==> config.mk <==
export PLATFORM = sky130hd
export DESIGN_NAME = rtprx_front
export DESIGN_NICKNAME = d
export VERILOG_FILES = /design/src/hw/rtl/rtprx_pkg.sv /design/src/hw/rtl/rtprx_front.sv
export SDC_FILE = /design/constraint.sdc
export NUM_CORES = 1
export LEC_CHECK = 0
export ABC_AREA = 1
export BUFFER_PORTS_ARGS = -buffer_cell sky130_fd_sc_hd__buf_2
export CAP_MARGIN = 10
export CORE_UTILIZATION = 55
export CTS_CLUSTER_DIAMETER = 100
export DETAILED_ROUTE_END_ITERATION = 6
export PLACE_DENSITY_LB_ADDON = 0.1
export SLEW_MARGIN = 20
export SYNTH_ARGS = -nofsm -noshare
export SYNTH_HDL_FRONTEND = slang
export SYNTH_SLANG_ARGS = --single-unit
export TNS_END_PERCENT = 20
==> constraint.sdc <==
create_clock -name clk -period 16.1 [get_ports clk]
set_input_delay 0 -clock clk [delete_from_list [all_inputs] [get_ports clk]]
set_output_delay 0 -clock clk [all_outputs]
set_load 0.05 [all_outputs]
==> src/hw/rtl/rtprx_pkg.sv <==
// Shared types and constants for the RTP receive statistics block.
`default_nettype none

package rtprx_pkg;

    // Configuration port.
    localparam int APB_ADDR_W = 3;
    localparam int APB_DATA_W = 32;
    localparam int REG_IDX_W  = APB_ADDR_W - 2;
    localparam logic [REG_IDX_W-1:0] REG_CLOCK_RATE = 1'd0;

    localparam int CLOCK_RATE_W = 20;
    localparam logic [CLOCK_RATE_W-1:0] CLOCK_RATE_RESET = 20'd90000;

    // Arithmetic constants.
    localparam logic [19:0] USEC_PER_SEC     = 20'd1000000;
    localparam logic [21:0] ONE_SEC_US_W22   = 22'd1000000;
    localparam logic [21:0] TWO_SEC_US_W22   = 22'd2000000;
    localparam logic [39:0] HALF_SEC_US      = 40'd500000;
    // floor(2^40 / 1e6): reciprocal used to divide by one million.
    localparam logic [20:0] RECIP_1E6        = 21'd1099511;
    localparam logic [31:0] NTP_UNIX_OFFSET  = 32'h83AA_7E80;
    localparam logic [13:0] SR_USEC_MULT     = 14'd15625;
    localparam logic [45:0] SR_USEC_ROUND    = 46'h0000_0200_0000;
    localparam logic [15:0] SEQ_WRAP_THRESH  = 16'h8000;
    localparam logic [31:0] GAP_MIN_RESET    = 32'h7FFF_FFFF;
    localparam logic [32:0] JITTER_ROUND     = 33'd8;

    // Queue sizes.
    localparam int IQ_DEPTH = 2;
    localparam int IQ_PTR_W = $clog2(IQ_DEPTH);
    localparam int IQ_CNT_W = $clog2(IQ_DEPTH + 1);
    localparam int RQ_DEPTH = 2;
    localparam int RQ_PTR_W = $clog2(RQ_DEPTH);
    localparam int RQ_CNT_W = $clog2(RQ_DEPTH + 1);

    typedef enum logic {
        KIND_DATA = 1'b0,
        KIND_SR   = 1'b1
    } kind_t;

    typedef struct packed {
        kind_t       kind;
        logic [15:0] seq_num;
        logic [31:0] rtp_timestamp;
        logic [31:0] now_sec;
        logic [19:0] now_usec;
        logic [31:0] ntp_seconds;
        logic [31:0] ntp_fraction;
    } in_item_t;

    typedef struct packed {
        logic [31:0] highest_ext_seq;
        logic [31:0] total_packets;
        logic [31:0] jitter_x16;
        logic [31:0] min_gap_us;
        logic [31:0] max_gap_us;
        logic [63:0] gap_total_us;
        logic        synced;
        logic [31:0] sync_sec;
        logic [19:0] sync_usec;
        logic [31:0] sync_rtp_ts;
    } result_t;

endpackage

`default_nettype wire

==> src/hw/rtl/rtprx_front.sv <==
// Front end: accepts event beats, classifies them and queues them for execution.
`default_nettype none

module rtprx_front (
    input  wire logic                  clk,
    input  wire logic                  rst_n,
    input  wire logic                  push,
    output logic                       full,
    input  wire logic                  operation,
    input  wire logic [15:0]           seq_num,
    input  wire logic [31:0]           rtp_timestamp,
    input  wire logic [31:0]           now_sec,
    input  wire logic [19:0]           now_usec,
    input  wire logic [31:0]           ntp_seconds,
    input  wire logic [31:0]           ntp_fraction,
    output logic                       item_valid,
    output rtprx_pkg::in_item_t        item,
    input  wire logic                  item_take
);

    rtprx_pkg::in_item_t                 q_mem_reg [rtprx_pkg::IQ_DEPTH];
    logic [rtprx_pkg::IQ_PTR_W-1:0]      wr_ptr_reg, wr_ptr_next;
    logic [rtprx_pkg::IQ_PTR_W-1:0]      rd_ptr_reg, rd_ptr_next;
    logic [rtprx_pkg::IQ_CNT_W-1:0]      count_reg, count_next;
    rtprx_pkg::in_item_t                 new_item;
    logic                                do_push;
    logic                                do_take;

    always_comb
    begin
        new_item.kind          = operation ? rtprx_pkg::KIND_SR : rtprx_pkg::KIND_DATA;
        new_item.seq_num       = seq_num;
        new_item.rtp_timestamp = rtp_timestamp;
        new_item.now_sec       = now_sec;
        new_item.now_usec      = now_usec;
        new_item.ntp_seconds   = ntp_seconds;
        new_item.ntp_fraction  = ntp_fraction;
    end

    assign full       = (count_reg == rtprx_pkg::IQ_CNT_W'(rtprx_pkg::IQ_DEPTH));
    assign item_valid = (count_reg != '0);
    assign item       = q_mem_reg[rd_ptr_reg];
    assign do_push    = push && !full;
    assign do_take    = item_take && item_valid;

    always_comb
    begin
        wr_ptr_next = do_push ? wr_ptr_reg + 1'b1 : wr_ptr_reg;
        rd_ptr_next = do_take ? rd_ptr_reg + 1'b1 : rd_ptr_reg;
        case ({do_push, do_take})
            2'b10:   count_next = count_reg + rtprx_pkg::IQ_CNT_W'(1);
            2'b01:   count_next = count_reg - rtprx_pkg::IQ_CNT_W'(1);
            default: count_next = count_reg;
        endcase
    end

    always_ff @(posedge clk or negedge rst_n)
    begin
        if (!rst_n)
        begin
            wr_ptr_reg <= '0;
            rd_ptr_reg <= '0;
            count_reg  <= '0;
        end
        else
        begin
            wr_ptr_reg <= wr_ptr_next;
            rd_ptr_reg <= rd_ptr_next;
            count_reg  <= count_next;
        end
    end

    always_ff @(posedge clk)
    begin
        if (do_push)
        begin
            q_mem_reg[wr_ptr_reg] <= new_item;
        end
    end

endmodule

`default_nettype wire

==> results.txt <==
Of the available clock period, the critical path in the final layout requires 0.2226. The number of distinct library cells after synthesis came out at 14. Of the total synthesized cell area, the portion taken by AND, OR, NAND and NOR gates is 0.1564. The post-synthesis instance total is 894.

The y dimension of the die is about 150 um. The flip-flop count of the largest register, all copies and words added is 330. The number of I/O pins is 336.

The detailed-router iteration count before antenna repair came out at 4. The area of the core region is 21890 um^2. The required time of the worst setup path came out at between 15 and 20 ns. The setup path with the least slack is of type flip-flop to primary output.

Dividing the detail-routed wire length by the instance count gives 16.60 um. The final-report max-slew violation count came to 0. The synthesis-to-layout area growth is 36.77%. The fraction of synthesized area in multiplexers is 0.

The worst hold path belongs to the class input pin to flip-flop. The ratio of routed vias to standard cells is approximately 4.9. The static leakage is roughly 0.0073 uW. Summed over all layers, the global routing overflow is 0. Counting flops and latches in the post-synthesis netlist gives about 330.

The number of warnings issued by yosys is 0. The starting density of the core is 0.5620. Across the run, the number of max-cap violations was 0.

In this run the cell area measured after placement is between 10000 and 15000 um^2. The most numerous cell type found on the critical path is nand2_1. The overall global routing resource usage is 0.2404.

The detailed placer's ending HPWL came out at 16.07 mm. TritonCTS built the clock tree. The fraction of post-synthesis cell area in the top cell type by area is 0.8055.

The post-CTS resize count is 0. Of the synthesized area, sequential elements account for 0.8137. The final non-filler cell area is 16820 um^2. The ratio of cells with drive above 1 in the final layout came out at 0.2700. The synthesized area per cell came out at about 14 um^2. The areal power density over the cells is 211.5 nW/um^2. The number of setup violations in the final report is 0. The run finished with clean final reports. The kind of launch point of the worst setup path is a flip-flop. For the pin with the worst max-slew slack, the measured transition is roughly 1.1 ns. The later pin in the worst-skew pair is clocked with a latency of ~0.5 ns. The area of the die is 22970 um^2. The synthesized design spends more area on one cell type than any other, namely edfxtp_1. The maximum fanout along the worst path came out at 87.

For this design, the slowest cell found on the critical path is buf_4. The delay of the slowest cell on the worst path came out at around 0.85 ns. The number of sinks driven by the clock tree came out at 334.

STA puts the critical path data arrival time at 3.58 ns. The number of standard-cell rows in the floorplan is 54. The total number of nets in the final design came out at around 1600. The complex-gate fraction of the synthesized area was 0.0004068. The routed wire length came out at between 20 and 30 mm. Buffers inserted during clock tree synthesis total 34. The number of nets handed over by synthesis was around 1100. Setup total negative slack on the finished layout was measured at 0 ns.

The maximum buffer depth of the clock tree is 3. The root buffer cell chosen for the clock tree is clkbuf_16. The summed instance area of the synthesized netlist is ~12000 um^2. The count of buffers inserted at the top-level ports is approximately 340.

The remaining antenna violation count came out at 0. Setup repair after global routing left no endpoint under its margin. The leading cell type in the layout, fill and taps excluded is nand2_1. The number of global-route vias before repair is ~8100.

By area the synthesized netlist is led by edfxtp_1 (81%), nand2_1 (15%), buf_6 (1.5%). The sort of element at the end of the critical path is a primary output. In the layout the commonest cells are nand2_1 (505), buf_2 (335), edfxtp_1 (330). CTS built an H-tree with a depth of 2. The post-synthesis share of cell area spent on xor and xnor gates is 0.0007120. The clock period minus final worst setup slack is roughly 3.6 ns. The adder and majority gate portion of the synthesized area came out at 0.001017. The number of antenna violations at the first check in global routing came out at 2. Entering global routing, the biggest net connects 102 pins. Measured against its own limit, the worst slew margin works out to 0.2837. The number of vias in the routed layout is approximately 8400. The DRC violation count after routing came out at 0. The first global-routing pass estimated just over 40 mm of wire. By area, the combinational part of the netlist is dominated by simple AND/OR/NAND/NOR gates. Traced cell by cell, the critical path runs through inv_4 > buf_4 > nand2_1 > nand2_1 > buf_2.

The first routing iteration left 496 violations. The achievable clock frequency came out at 279.1 MHz. The number of endpoints with negative hold slack in the final report came out at 0. The final weighted congestion in routability-driven placement is about 0.75. VDD sags by at most approximately 0.17 mV. Clock-pin slew was measured on the worst setup and hold paths at around 0.06 ns. In this run the horizontal extent of the chip is between 150 and 200 um.

The final clock skew is ~0.014 ns.
-- worst max-delay path: cells and delay by family, from the launching register on --
| kind | cells | cell delay (ns) |
|---|---|---|
| buffers and inverters | 3 | 1.89 |
| and+or+nand+nor | 2 | 0.26 |
| DFF | 1 | 0.82 |
-- where the power goes --
| group | switching [uW] | leakage, uW | internal (uW) | total (uW) |
|---|---|---|---|---|
| clock network | 301 | 0.000510 | 439 | 740 |
| registers | 78.6 | 0.00312 | 1190 | 1270 |
| logic | 1250 | 0.00363 | 298 | 1550 |
| total | 1630 | 0.00725 | 1930 | 3560 |
-- through the flow --
stage / hold slack, ns / setup WS, ns / cells / power, uW / utilization
3_3_place_gp: -0.1846 / 12.93 / 1477 / 2790 / 0.6431
5_1_grt: 0.2019 / 12.23 / 1708 / 3723 / 0.7686
4_1_cts: 0.1969 / 12.41 / 1706 / 3577 / 0.7683
3_5_place_dp: -0.1802 / 12.94 / 1477 / 2803 / 0.6431
6_report: 0.2247 / 12.52 / 1708 / 3558 / 0.7686
2_1_floorplan: -0.2956 / 7.966 / 894 / 2497 / -
-- cell type report --
class / instances / area [um^2]
multi-input combinational: 514 / 1958
clock buffer: 51 / 988.4
timing repair buffer: 509 / 3406
antenna: 2 / 5.005
tap: 280 / 350.3
sequential: 334 / 10010
clock inverter: 9 / 62.56
inverter: 9 / 41.29
fill: 1380 / 5066
-- what timing repair did --
item,CTS,global route
hold buffers,169,0
hold endpoints to repair,337,0
setup buffers,0,0
-- cells by family after synthesis --
family	after synthesis
DFF	334
adders and majority gates	1
buffers and inverters	46
AOI/OAI and AO/OA	1
and+or+nand+nor	511
xor gates and xnor gates	1
-- worst paths after layout --
path	start	to	slack [ns]	cells past startpoint
worst max-delay path	rd_ptr_reg	item[89]	12.52	5
worst min-delay path	seq_num[1]	q_mem_reg[1][149]	0.22	2
worst max register to register	rd_ptr_reg	rd_ptr_reg	13.24	4
worst min register to register	count_reg[1]	count_reg[1]	0.50	2
max in group asynchronous	rst_n	rd_ptr_reg	15.45	3
min in group asynchronous	rst_n	count_reg[1]	0.43	3
-- cells in the mapped netlist --
| library cell | count |
|---|---|
| buf_2 | 13 |
| buf_4 | 8 |
| buf_6 | 16 |
| dfrtp_1 | 4 |
| edfxtp_1 | 330 |
| ha_1 | 1 |
| inv_1 | 8 |
| inv_4 | 1 |
| nand2_1 | 505 |
| nand3_1 | 3 |
| nand4_1 | 1 |
| nor2_1 | 2 |
| o21ai_0 | 1 |
| xnor2_1 | 1 |
-- routing by layer --
layer,vias up,part of all wire,track usage
li1,4045,-,-
met5,-,0,0
met2,323,0.51,0.4103
met4,0,0.031,0.09950
met3,61,0.080,0.06707
met1,3924,0.38,0.2880
No activity file was read; power rests on OpenSTA's default activity.
