===== src/hw/rtl/rtprx_pkg.sv =====
// Shared types and constants for the RTP receive statistics block.
`default_nettype none

package rtprx_pkg;

    // Configuration port.
    localparam int APB_ADDR_W = 3;
    localparam int APB_DATA_W = 32;
    localparam int REG_IDX_W  = APB_ADDR_W - 2;
    localparam logic [REG_IDX_W-1:0] REG_CLOCK_RATE = 1'd0;

    localparam int CLOCK_RATE_W = 20;
    localparam logic [CLOCK_RATE_W-1:0] CLOCK_RATE_RESET = 20'd90000;

    // Arithmetic constants.
    localparam logic [19:0] USEC_PER_SEC     = 20'd1000000;
    localparam logic [21:0] ONE_SEC_US_W22   = 22'd1000000;
    localparam logic [21:0] TWO_SEC_US_W22   = 22'd2000000;
    localparam logic [39:0] HALF_SEC_US      = 40'd500000;
    // floor(2^40 / 1e6): reciprocal used to divide by one million.
    localparam logic [20:0] RECIP_1E6        = 21'd1099511;
    localparam logic [31:0] NTP_UNIX_OFFSET  = 32'h83AA_7E80;
    localparam logic [13:0] SR_USEC_MULT     = 14'd15625;
    localparam logic [45:0] SR_USEC_ROUND    = 46'h0000_0200_0000;
    localparam logic [15:0] SEQ_WRAP_THRESH  = 16'h8000;
    localparam logic [31:0] GAP_MIN_RESET    = 32'h7FFF_FFFF;
    localparam logic [32:0] JITTER_ROUND     = 33'd8;

    // Queue sizes.
    localparam int IQ_DEPTH = 2;
    localparam int IQ_PTR_W = $clog2(IQ_DEPTH);
    localparam int IQ_CNT_W = $clog2(IQ_DEPTH + 1);
    localparam int RQ_DEPTH = 2;
    localparam int RQ_PTR_W = $clog2(RQ_DEPTH);
    localparam int RQ_CNT_W = $clog2(RQ_DEPTH + 1);

    typedef enum logic {
        KIND_DATA = 1'b0,
        KIND_SR   = 1'b1
    } kind_t;

    typedef struct packed {
        kind_t       kind;
        logic [15:0] seq_num;
        logic [31:0] rtp_timestamp;
        logic [31:0] now_sec;
        logic [19:0] now_usec;
        logic [31:0] ntp_seconds;
        logic [31:0] ntp_fraction;
    } in_item_t;

    typedef struct packed {
        logic [31:0] highest_ext_seq;
        logic [31:0] total_packets;
        logic [31:0] jitter_x16;
        logic [31:0] min_gap_us;
        logic [31:0] max_gap_us;
        logic [63:0] gap_total_us;
        logic        synced;
        logic [31:0] sync_sec;
        logic [19:0] sync_usec;
        logic [31:0] sync_rtp_ts;
    } result_t;

endpackage

`default_nettype wire


===== src/hw/rtl/rtprx_result_q.sv =====
// Result queue that holds finished statistics beats until they are popped.
`default_nettype none

module rtprx_result_q (
    input  wire logic                  clk,
    input  wire logic                  rst_n,
    input  wire logic                  res_push,
    output logic                       res_full,
    input  wire rtprx_pkg::result_t    res_in,
    output logic                       empty,
    input  wire logic                  pop,
    output rtprx_pkg::result_t         head
);

    rtprx_pkg::result_t                  q_mem_reg [rtprx_pkg::RQ_DEPTH];
    logic [rtprx_pkg::RQ_PTR_W-1:0]      wr_ptr_reg, wr_ptr_next;
    logic [rtprx_pkg::RQ_PTR_W-1:0]      rd_ptr_reg, rd_ptr_next;
    logic [rtprx_pkg::RQ_CNT_W-1:0]      count_reg, count_next;
    logic                                do_push;
    logic                                do_pop;

    assign res_full = (count_reg == rtprx_pkg::RQ_CNT_W'(rtprx_pkg::RQ_DEPTH));
    assign empty    = (count_reg == '0);
    assign head     = q_mem_reg[rd_ptr_reg];
    assign do_push  = res_push && !res_full;
    assign do_pop   = pop && !empty;

    always_comb
    begin
        wr_ptr_next = do_push ? wr_ptr_reg + 1'b1 : wr_ptr_reg;
        rd_ptr_next = do_pop ? rd_ptr_reg + 1'b1 : rd_ptr_reg;
        case ({do_push, do_pop})
            2'b10:   count_next = count_reg + rtprx_pkg::RQ_CNT_W'(1);
            2'b01:   count_next = count_reg - rtprx_pkg::RQ_CNT_W'(1);
            default: count_next = count_reg;
        endcase
    end

    always_ff @(posedge clk or negedge rst_n)
    begin
        if (!rst_n)
        begin
            wr_ptr_reg <= '0;
            rd_ptr_reg <= '0;
            count_reg  <= '0;
        end
        else
        begin
            wr_ptr_reg <= wr_ptr_next;
            rd_ptr_reg <= rd_ptr_next;
            count_reg  <= count_next;
        end
    end

    always_ff @(posedge clk)
    begin
        if (do_push)
        begin
            q_mem_reg[wr_ptr_reg] <= res_in;
        end
    end

endmodule

`default_nettype wire


===== config.mk =====
export PLATFORM = sky130hd
export DESIGN_NAME = rtprx_result_q
export DESIGN_NICKNAME = d
export VERILOG_FILES = /design/src/hw/rtl/rtprx_pkg.sv /design/src/hw/rtl/rtprx_result_q.sv
export SDC_FILE = /design/constraint.sdc
export NUM_CORES = 1
export LEC_CHECK = 0
export BUFFER_PORTS_ARGS = -buffer_cell sky130_fd_sc_hd__buf_2
export CORE_MARGIN = 8
export CORE_UTILIZATION = 40
export DETAILED_ROUTE_END_ITERATION = 10
export PLACE_DENSITY = 0.7
export SKIP_LAST_GASP = 1
export SYNTH_ARGS = -nofsm -noshare
export SYNTH_HDL_FRONTEND = slang
export SYNTH_SLANG_ARGS = --single-unit

===== constraint.sdc =====
create_clock -name clk -period 15.6 [get_ports clk]
set_clock_uncertainty 0.15 [all_clocks]
set_input_delay 1.56 -clock clk [delete_from_list [all_inputs] [get_ports clk]]
set_output_delay 1.56 -clock clk [all_outputs]
set_load 0.05 [all_outputs]

==> impl_metrics.toml, run 1 <==
[yosys]
synth_fa_ha_area_frac = 0.0005534
synthSimpleGateAreaFrac = 0.001494
syn_inst = 979
yosys.area.top_type_share = 0.8209
muxShareOfSynthArea = 0.1539
synth-xor-area-share = 0.001937
ys_async_sr_fraction = 0.006431
yosys_warnings = 0
synth_top_area_cell = "edfxtp_1"
synth.most_common_cell = "edfxtp_1"
syn_area_sq_mm = 0.02261
yosysSeqAreaShare = 0.8253
synth_top_family_by_area = "multiplexers"
ys_types = 14
synth_compound_area_frac = 0
synth-main-ff-cell = "edfxtp_1"
synth_edf_count = 618
synthTopCellsByArea = "edfxtp_1 (82%), mux2_2 (15%), buf_6 (1.6%)"
syn_nets = 1293
syn_avg_cell_area_sq_um = 23.09
ys_seq_elements = 622
synthTopCellsByCount = "edfxtp_1 (618), mux2_2 (309), buf_6 (33), dfrtp_1 (4)"

[placement]
portBuffers = 623
dp_hpwl_microns = 37360
globalplace.congestion = 0.8370
place_ws_ps = 10760
dpl_cell_area_sq_mm = 0.02641

[drt]
via_count = 11590
drtIter0Drc = 658
ant_nets = 0
firstDrtPassIters = 4
via_per_inst = 4.714
totalWireLength_microns = 52590
wl_per_cell_microns = 21.39
drc_errors = 0

[worst_setup_path]
arrival_ps = 3760
start_kind = "flip-flop"
cp_max_fo = 85
crit_type = "reg2out"
critPathMostFrequentCell = "buf_4"
endpoint_kind = "primary output"
slowest_stage = "buf_4"
required_ps = 13890
max_stage_delay_ps = 930
cp_cell_sequence = "buf_4, buf_4, mux2_2, buf_2"

[pwr]
combinationalPowerShare = 0.407
sw_frac_of_total = 0.4108
ir_drop_v = 0.0001657
power.internal_uw = 3840
power_leakage_uw = 0.01054
power.density_mw_per_mm2 = 229.0
clkPwrFrac = 0.227
switchingPower_uw = 2677
pwr-share-seq = 0.366

[timing]
hold_slack_ps = 374.1
worstMarginPinSlew_ps = 1061
grt_setup_unrepaired = "false"
hold_violations = 0
setup_viol = 0
relSlewSlack = 0.2927
slew_viol_final = 0
setup_ws_ps = 10130
period_minus_slack_ps = 5471
tns_ps = 0
max_freq_mhz = 182.8
timing.final.crit_share = 0.3507

[clock_tree]
cts_root_buf = "clkbuf_16"
postCtsHoldBufs = 0
tritoncts = "done"
clk_latency_ps = 600
htreeDepth = 2
clk_pin_slew_worst_paths_ps = 60
post-cts-setup-buffers = 0
cts_resized = 0
clockBufferDepth = 3
numCtsBuffers = 61
clkSinkCount = 622

[final_layout]
multi_input_area_sq_mm = 0.003582
largest_reg_flops = 618
finalInstanceArea_sq_mm = 0.02847
fin_nets = 1956
area_growth_pct = 25.92
drive_gt1_frac = 0.6121
fin_util = 0.5068
num-fill-cells = 4629
regArea_sq_mm = 0.01866

[floorplan]
start_util = 0.4025
dieArea_sq_mm = 0.06438
core_area_sq_mm = 0.05617
die_h_microns = 253.7
fp.dieW_microns = 253.7
rows = 87
ios = 624

[grt]
grt_max_degree = 146
overflow = 0
grt_pass1_vias = 12650
grt.total_usage = 0.1553
antenna_found_initial = 21
grt_pass1_wl_microns = 76020

[worst_hold_path]
hold_class = "reg2reg"

[status]
status = "completed"

[job]
max_cap_violations = 0
worst paths after layout:
check                              from               end  slack, ps  cells past startpoint
max in group asynchronous         rst_n        rd_ptr_reg      14560                      1
min reg2reg                count_reg[1]      count_reg[1]        370                      1
max                          rd_ptr_reg          head[42]      10130                      4
min in group asynchronous         rst_n      count_reg[1]        600                      1
max reg2reg                count_reg[0]  q_mem_reg[0][45]      11750                      5
min                        count_reg[1]      count_reg[1]        370                      1
per-layer routing:
layer	global-route usage	vias up	part of all wire
li1	-	5268	-
met1	0.1620	5763	0.35
met2	0.2798	424	0.53
met3	0.06278	115	0.091
met4	0.05638	18	0.030
met5	0	-	0.0026
area by class of cell:
cell class                      count  share of cell area
Timing Repair Buffer              634              0.1129
Clock inverter                     35             0.01464
Antenna cell                       11           0.0009669
Inverter                            1           0.0001319
Multi-Input combinational cell    322              0.1258
Tap cell                          756             0.03323
Clock buffer                       77             0.05679
Sequential cell                   622              0.6555
worst max-delay path, delay by kind of cell, from the launching register on:
kind / cells / cell delay (ps)
multiplexers: 1 / 430
buffers and inverters: 3 / 1950
flip-flops: 1 / 590
power by group through the flow:
stage	combinational, uW	sequential [uW]	clock (uW)
after floorplan	2150	2550	0
after global placement	2670	2400	0
after detailed placement	2680	2420	0
after CTS	2690	2390	1520
after global routing	2770	2420	1580
final	2650	2380	1480
cell usage in the layout (no fill, tap or decap), drive strengths merged:
| cell | count |
|---|---|
| buf | 634 |
| edfxtp | 618 |
| mux2 | 309 |
| clkbuf | 77 |
| clkinv | 18 |
| diode | 11 |
| bufinv | 9 |
| inv | 5 |
| clkinvlp | 4 |
| dfrtp | 4 |
| xnor2 | 3 |
| nor2 | 3 |
| xor2 | 2 |
| nor2b | 1 |
| nand2b | 1 |
| nand2 | 1 |
| and3 | 1 |
| ha | 1 |
through the flow:
stage | instances | total power (uW)
after floorplan | 979 | 4697
after global routing | 2456 | 6765
after CTS | 2447 | 6595
after global placement | 2335 | 5071
final | 2458 | 6518
after detailed placement | 2335 | 5100
logic make-up (layout without fill, tap and decap cells):
family / after synthesis / after routing
other: 0 / 11
xor gates and xnor gates: 5 / 5
adders and majority gates: 1 / 1
muxes: 309 / 309
buffers and inverters: 35 / 747
DFF: 622 / 622
and+or+nand+nor: 7 / 7
(Power assumes the default switching activity.)
==> inputs of run 2 (changes only) <==
==> constraint.sdc (replaced) <==
create_clock -name clk -period 4.9 [get_ports clk]
set_clock_uncertainty 0.15 [all_clocks]
set_input_delay 0.49 -clock clk [delete_from_list [all_inputs] [get_ports clk]]
set_output_delay 0.49 -clock clk [all_outputs]
set_load 0.05 [all_outputs]
==> run 2 against run 1 <==
Flip-flop and latch count did not move; total power grew to 3.3 times the previous value; wire length rose by 13%; via count rose by 13%; worst setup slack got worse by 8600 ps; critical path depth is 1 lower; count of clock-buffer cells in the layout rose by 4; critical path type unchanged; highest routed layer is now met4; register-to-register slack got worse by 9400 ps; die area stayed put; combinational power rose to 3.3 times the previous value; final cell count is 13% higher.
==> impl_metrics.toml, run 2 (synthesized netlist as in run 1, its figures left out) <==
[worst_setup_path]
critPathLaunch = "rd_ptr_reg"
critical_path_buf_inv_count = 2
cp_max_fo = 63
critPathTopFamily = "flip-flops"
max_stage_delay_ps = 1000
endpoint_kind = "primary output"
slowest_stage = "dfrtp_4"
required_ps = 4260
crit_type = "reg2out"
arrival_ps = 2700
start_kind = "flip-flop"
cp_cell_sequence = "buf_12, mux2_2, buf_2"
r2r-start = "count_reg[0]"

[clock_tree]
clk_pin_slew_worst_paths_ps = 60
clockBufferDepth = 3
tritoncts = "done"
clk_latency_ps = 560
cts_root_buf = "clkbuf_16"
numCtsBuffers = 66
htreeDepth = 3
post-cts-setup-buffers = 0
clkSinkCount = 622

[drt]
via_count = 13100
drc_errors = 0
via_per_inst = 4.698
ant_nets = 0
wl_per_cell_microns = 21.23
totalWireLength_microns = 59180
drtIter0Drc = 732
firstDrtPassIters = 4

[floorplan]
rows = 87
fp.dieW_microns = 253.7
dieArea_sq_mm = 0.06438
ios = 624
die_h_microns = 253.7
core_area_sq_mm = 0.05617
start_util = 0.4025

[timing]
tns_ps = 0
timing.final.crit_share = 0.6814
max_freq_mhz = 299.5
worstMarginPinSlew_ps = 1032
hold_violations = 0
relSlewSlack = 0.3118
setup_viol = 0
period_minus_slack_ps = 3339
grt_setup_unrepaired = "false"
slew_viol_final = 0
hold_slack_ps = 87.85

[final_layout]
fin_nets = 2285
drive_gt1_frac = 0.5220
multi_input_area_sq_mm = 0.003597
area_growth_pct = 41.01
largest_reg_flops = 618
mostFrequentLayoutCell = "buf_2"
num-fill-cells = 4173
final_cell_mix = "buf_2 (623), edfxtp_1 (618), dlygate4sd3_1 (310)"
regArea_sq_mm = 0.01866
layoutNonFillerInstCount = 2788

[worst_hold_path]
hp-start = "res_push"
hold_class = "in2reg"

[grt]
overflow = 0
grt_pass1_wl_microns = 86310
antenna_found_initial = 8
grt_pass1_vias = 14680
grt.total_usage = 0.1756
grt_max_degree = 95

[placement]
dp_cells = 2349
dp_hpwl_microns = 37480
globalplace.congestion = 0.8160
portBuffers = 623

[job]
max_cap_violations = 0

[pwr]
power.internal_uw = 12560
combinationalPowerShare = 0.414
clkPwrFrac = 0.230
ir_drop_v = 0.0005534
switchingPower_uw = 8864
power_leakage_uw = 0.01199
total_power_uw = 21420
power.density_mw_per_mm2 = 672.1
pwr-share-seq = 0.357
sw_frac_of_total = 0.4137

[status]
status = "completed"
run 2: cell types whose count changed in the layout (fill, tap and decap cells not counted), moves of 2 or more:
cell,delta
buf_12,+6
buf_4,+8
bufinv_16,-3
clkbuf_16,+7
clkbuf_8,-3
clkinv_1,+3
clkinv_8,+3
diode_2,-2
dlygate4sd3_1,+310
inv_6,-2
run 2: worst paths after layout:
check	end	cells after the start	slack (ps)
max	head[160]	3	1560
max in group asynchronous	rd_ptr_reg	2	4330
max reg2reg	q_mem_reg[1][91]	3	2360
min in group asynchronous	count_reg[0]	2	140
min reg2reg	count_reg[1]	1	400
min	wr_ptr_reg	3	90
run 2: area by class of cell:
type | count | share of cell area
well taps | 756 | 0.02967
diodes | 9 | 0.0007065
flip-flops and latches | 622 | 0.5854
multi-input cells | 322 | 0.1128
clock buffers | 81 | 0.05491
clock inverters | 39 | 0.01260
inverters | 1 | 0.0001177
repair buffers | 958 | 0.2038
run 2: layer usage:
layer	share of wire	global-route usage	vias up
li1	-	-	5923
met1	0.36	0.1879	6522
met2	0.53	0.3162	532
met3	0.076	0.05286	122
met4	0.039	0.08139	0
met5	0	0	-
run 2: metrics by stage:
stage,setup slack (ps),util,area (sq um)
floorplan,-837.7,-,22630
global placement,2132,0.4736,26600
global route,1414,0.5674,31870
finish,1561,0.5676,31880
CTS,1464,0.5672,31860
detailed placement,2103,0.4736,26600
run 2: worst register-to-register path, delay by kind of cell (launching register included):
family,cells,cell delay [ps]
buffers and inverters,1,560
flip-flops,1,420
AND/OR/NAND/NOR,2,1060
run 2: timing repair:
| item | 4_1_cts | 5_1_grt |
|---|---|---|
| resized for setup | 0 | 0 |
| hold buffers | 310 | 0 |
| endpoints found under the hold margin | 622 | 0 |
run 2: power by group through the flow:
stage	Combinational (uW)	Sequential [uW]	Clock [uW]
CTS	8910	7630	5030
detailed placement	8670	7740	0
global placement	8640	7660	0
floorplan	6850	7750	0
finish	8860	7640	4920
global route	9200	7740	5250
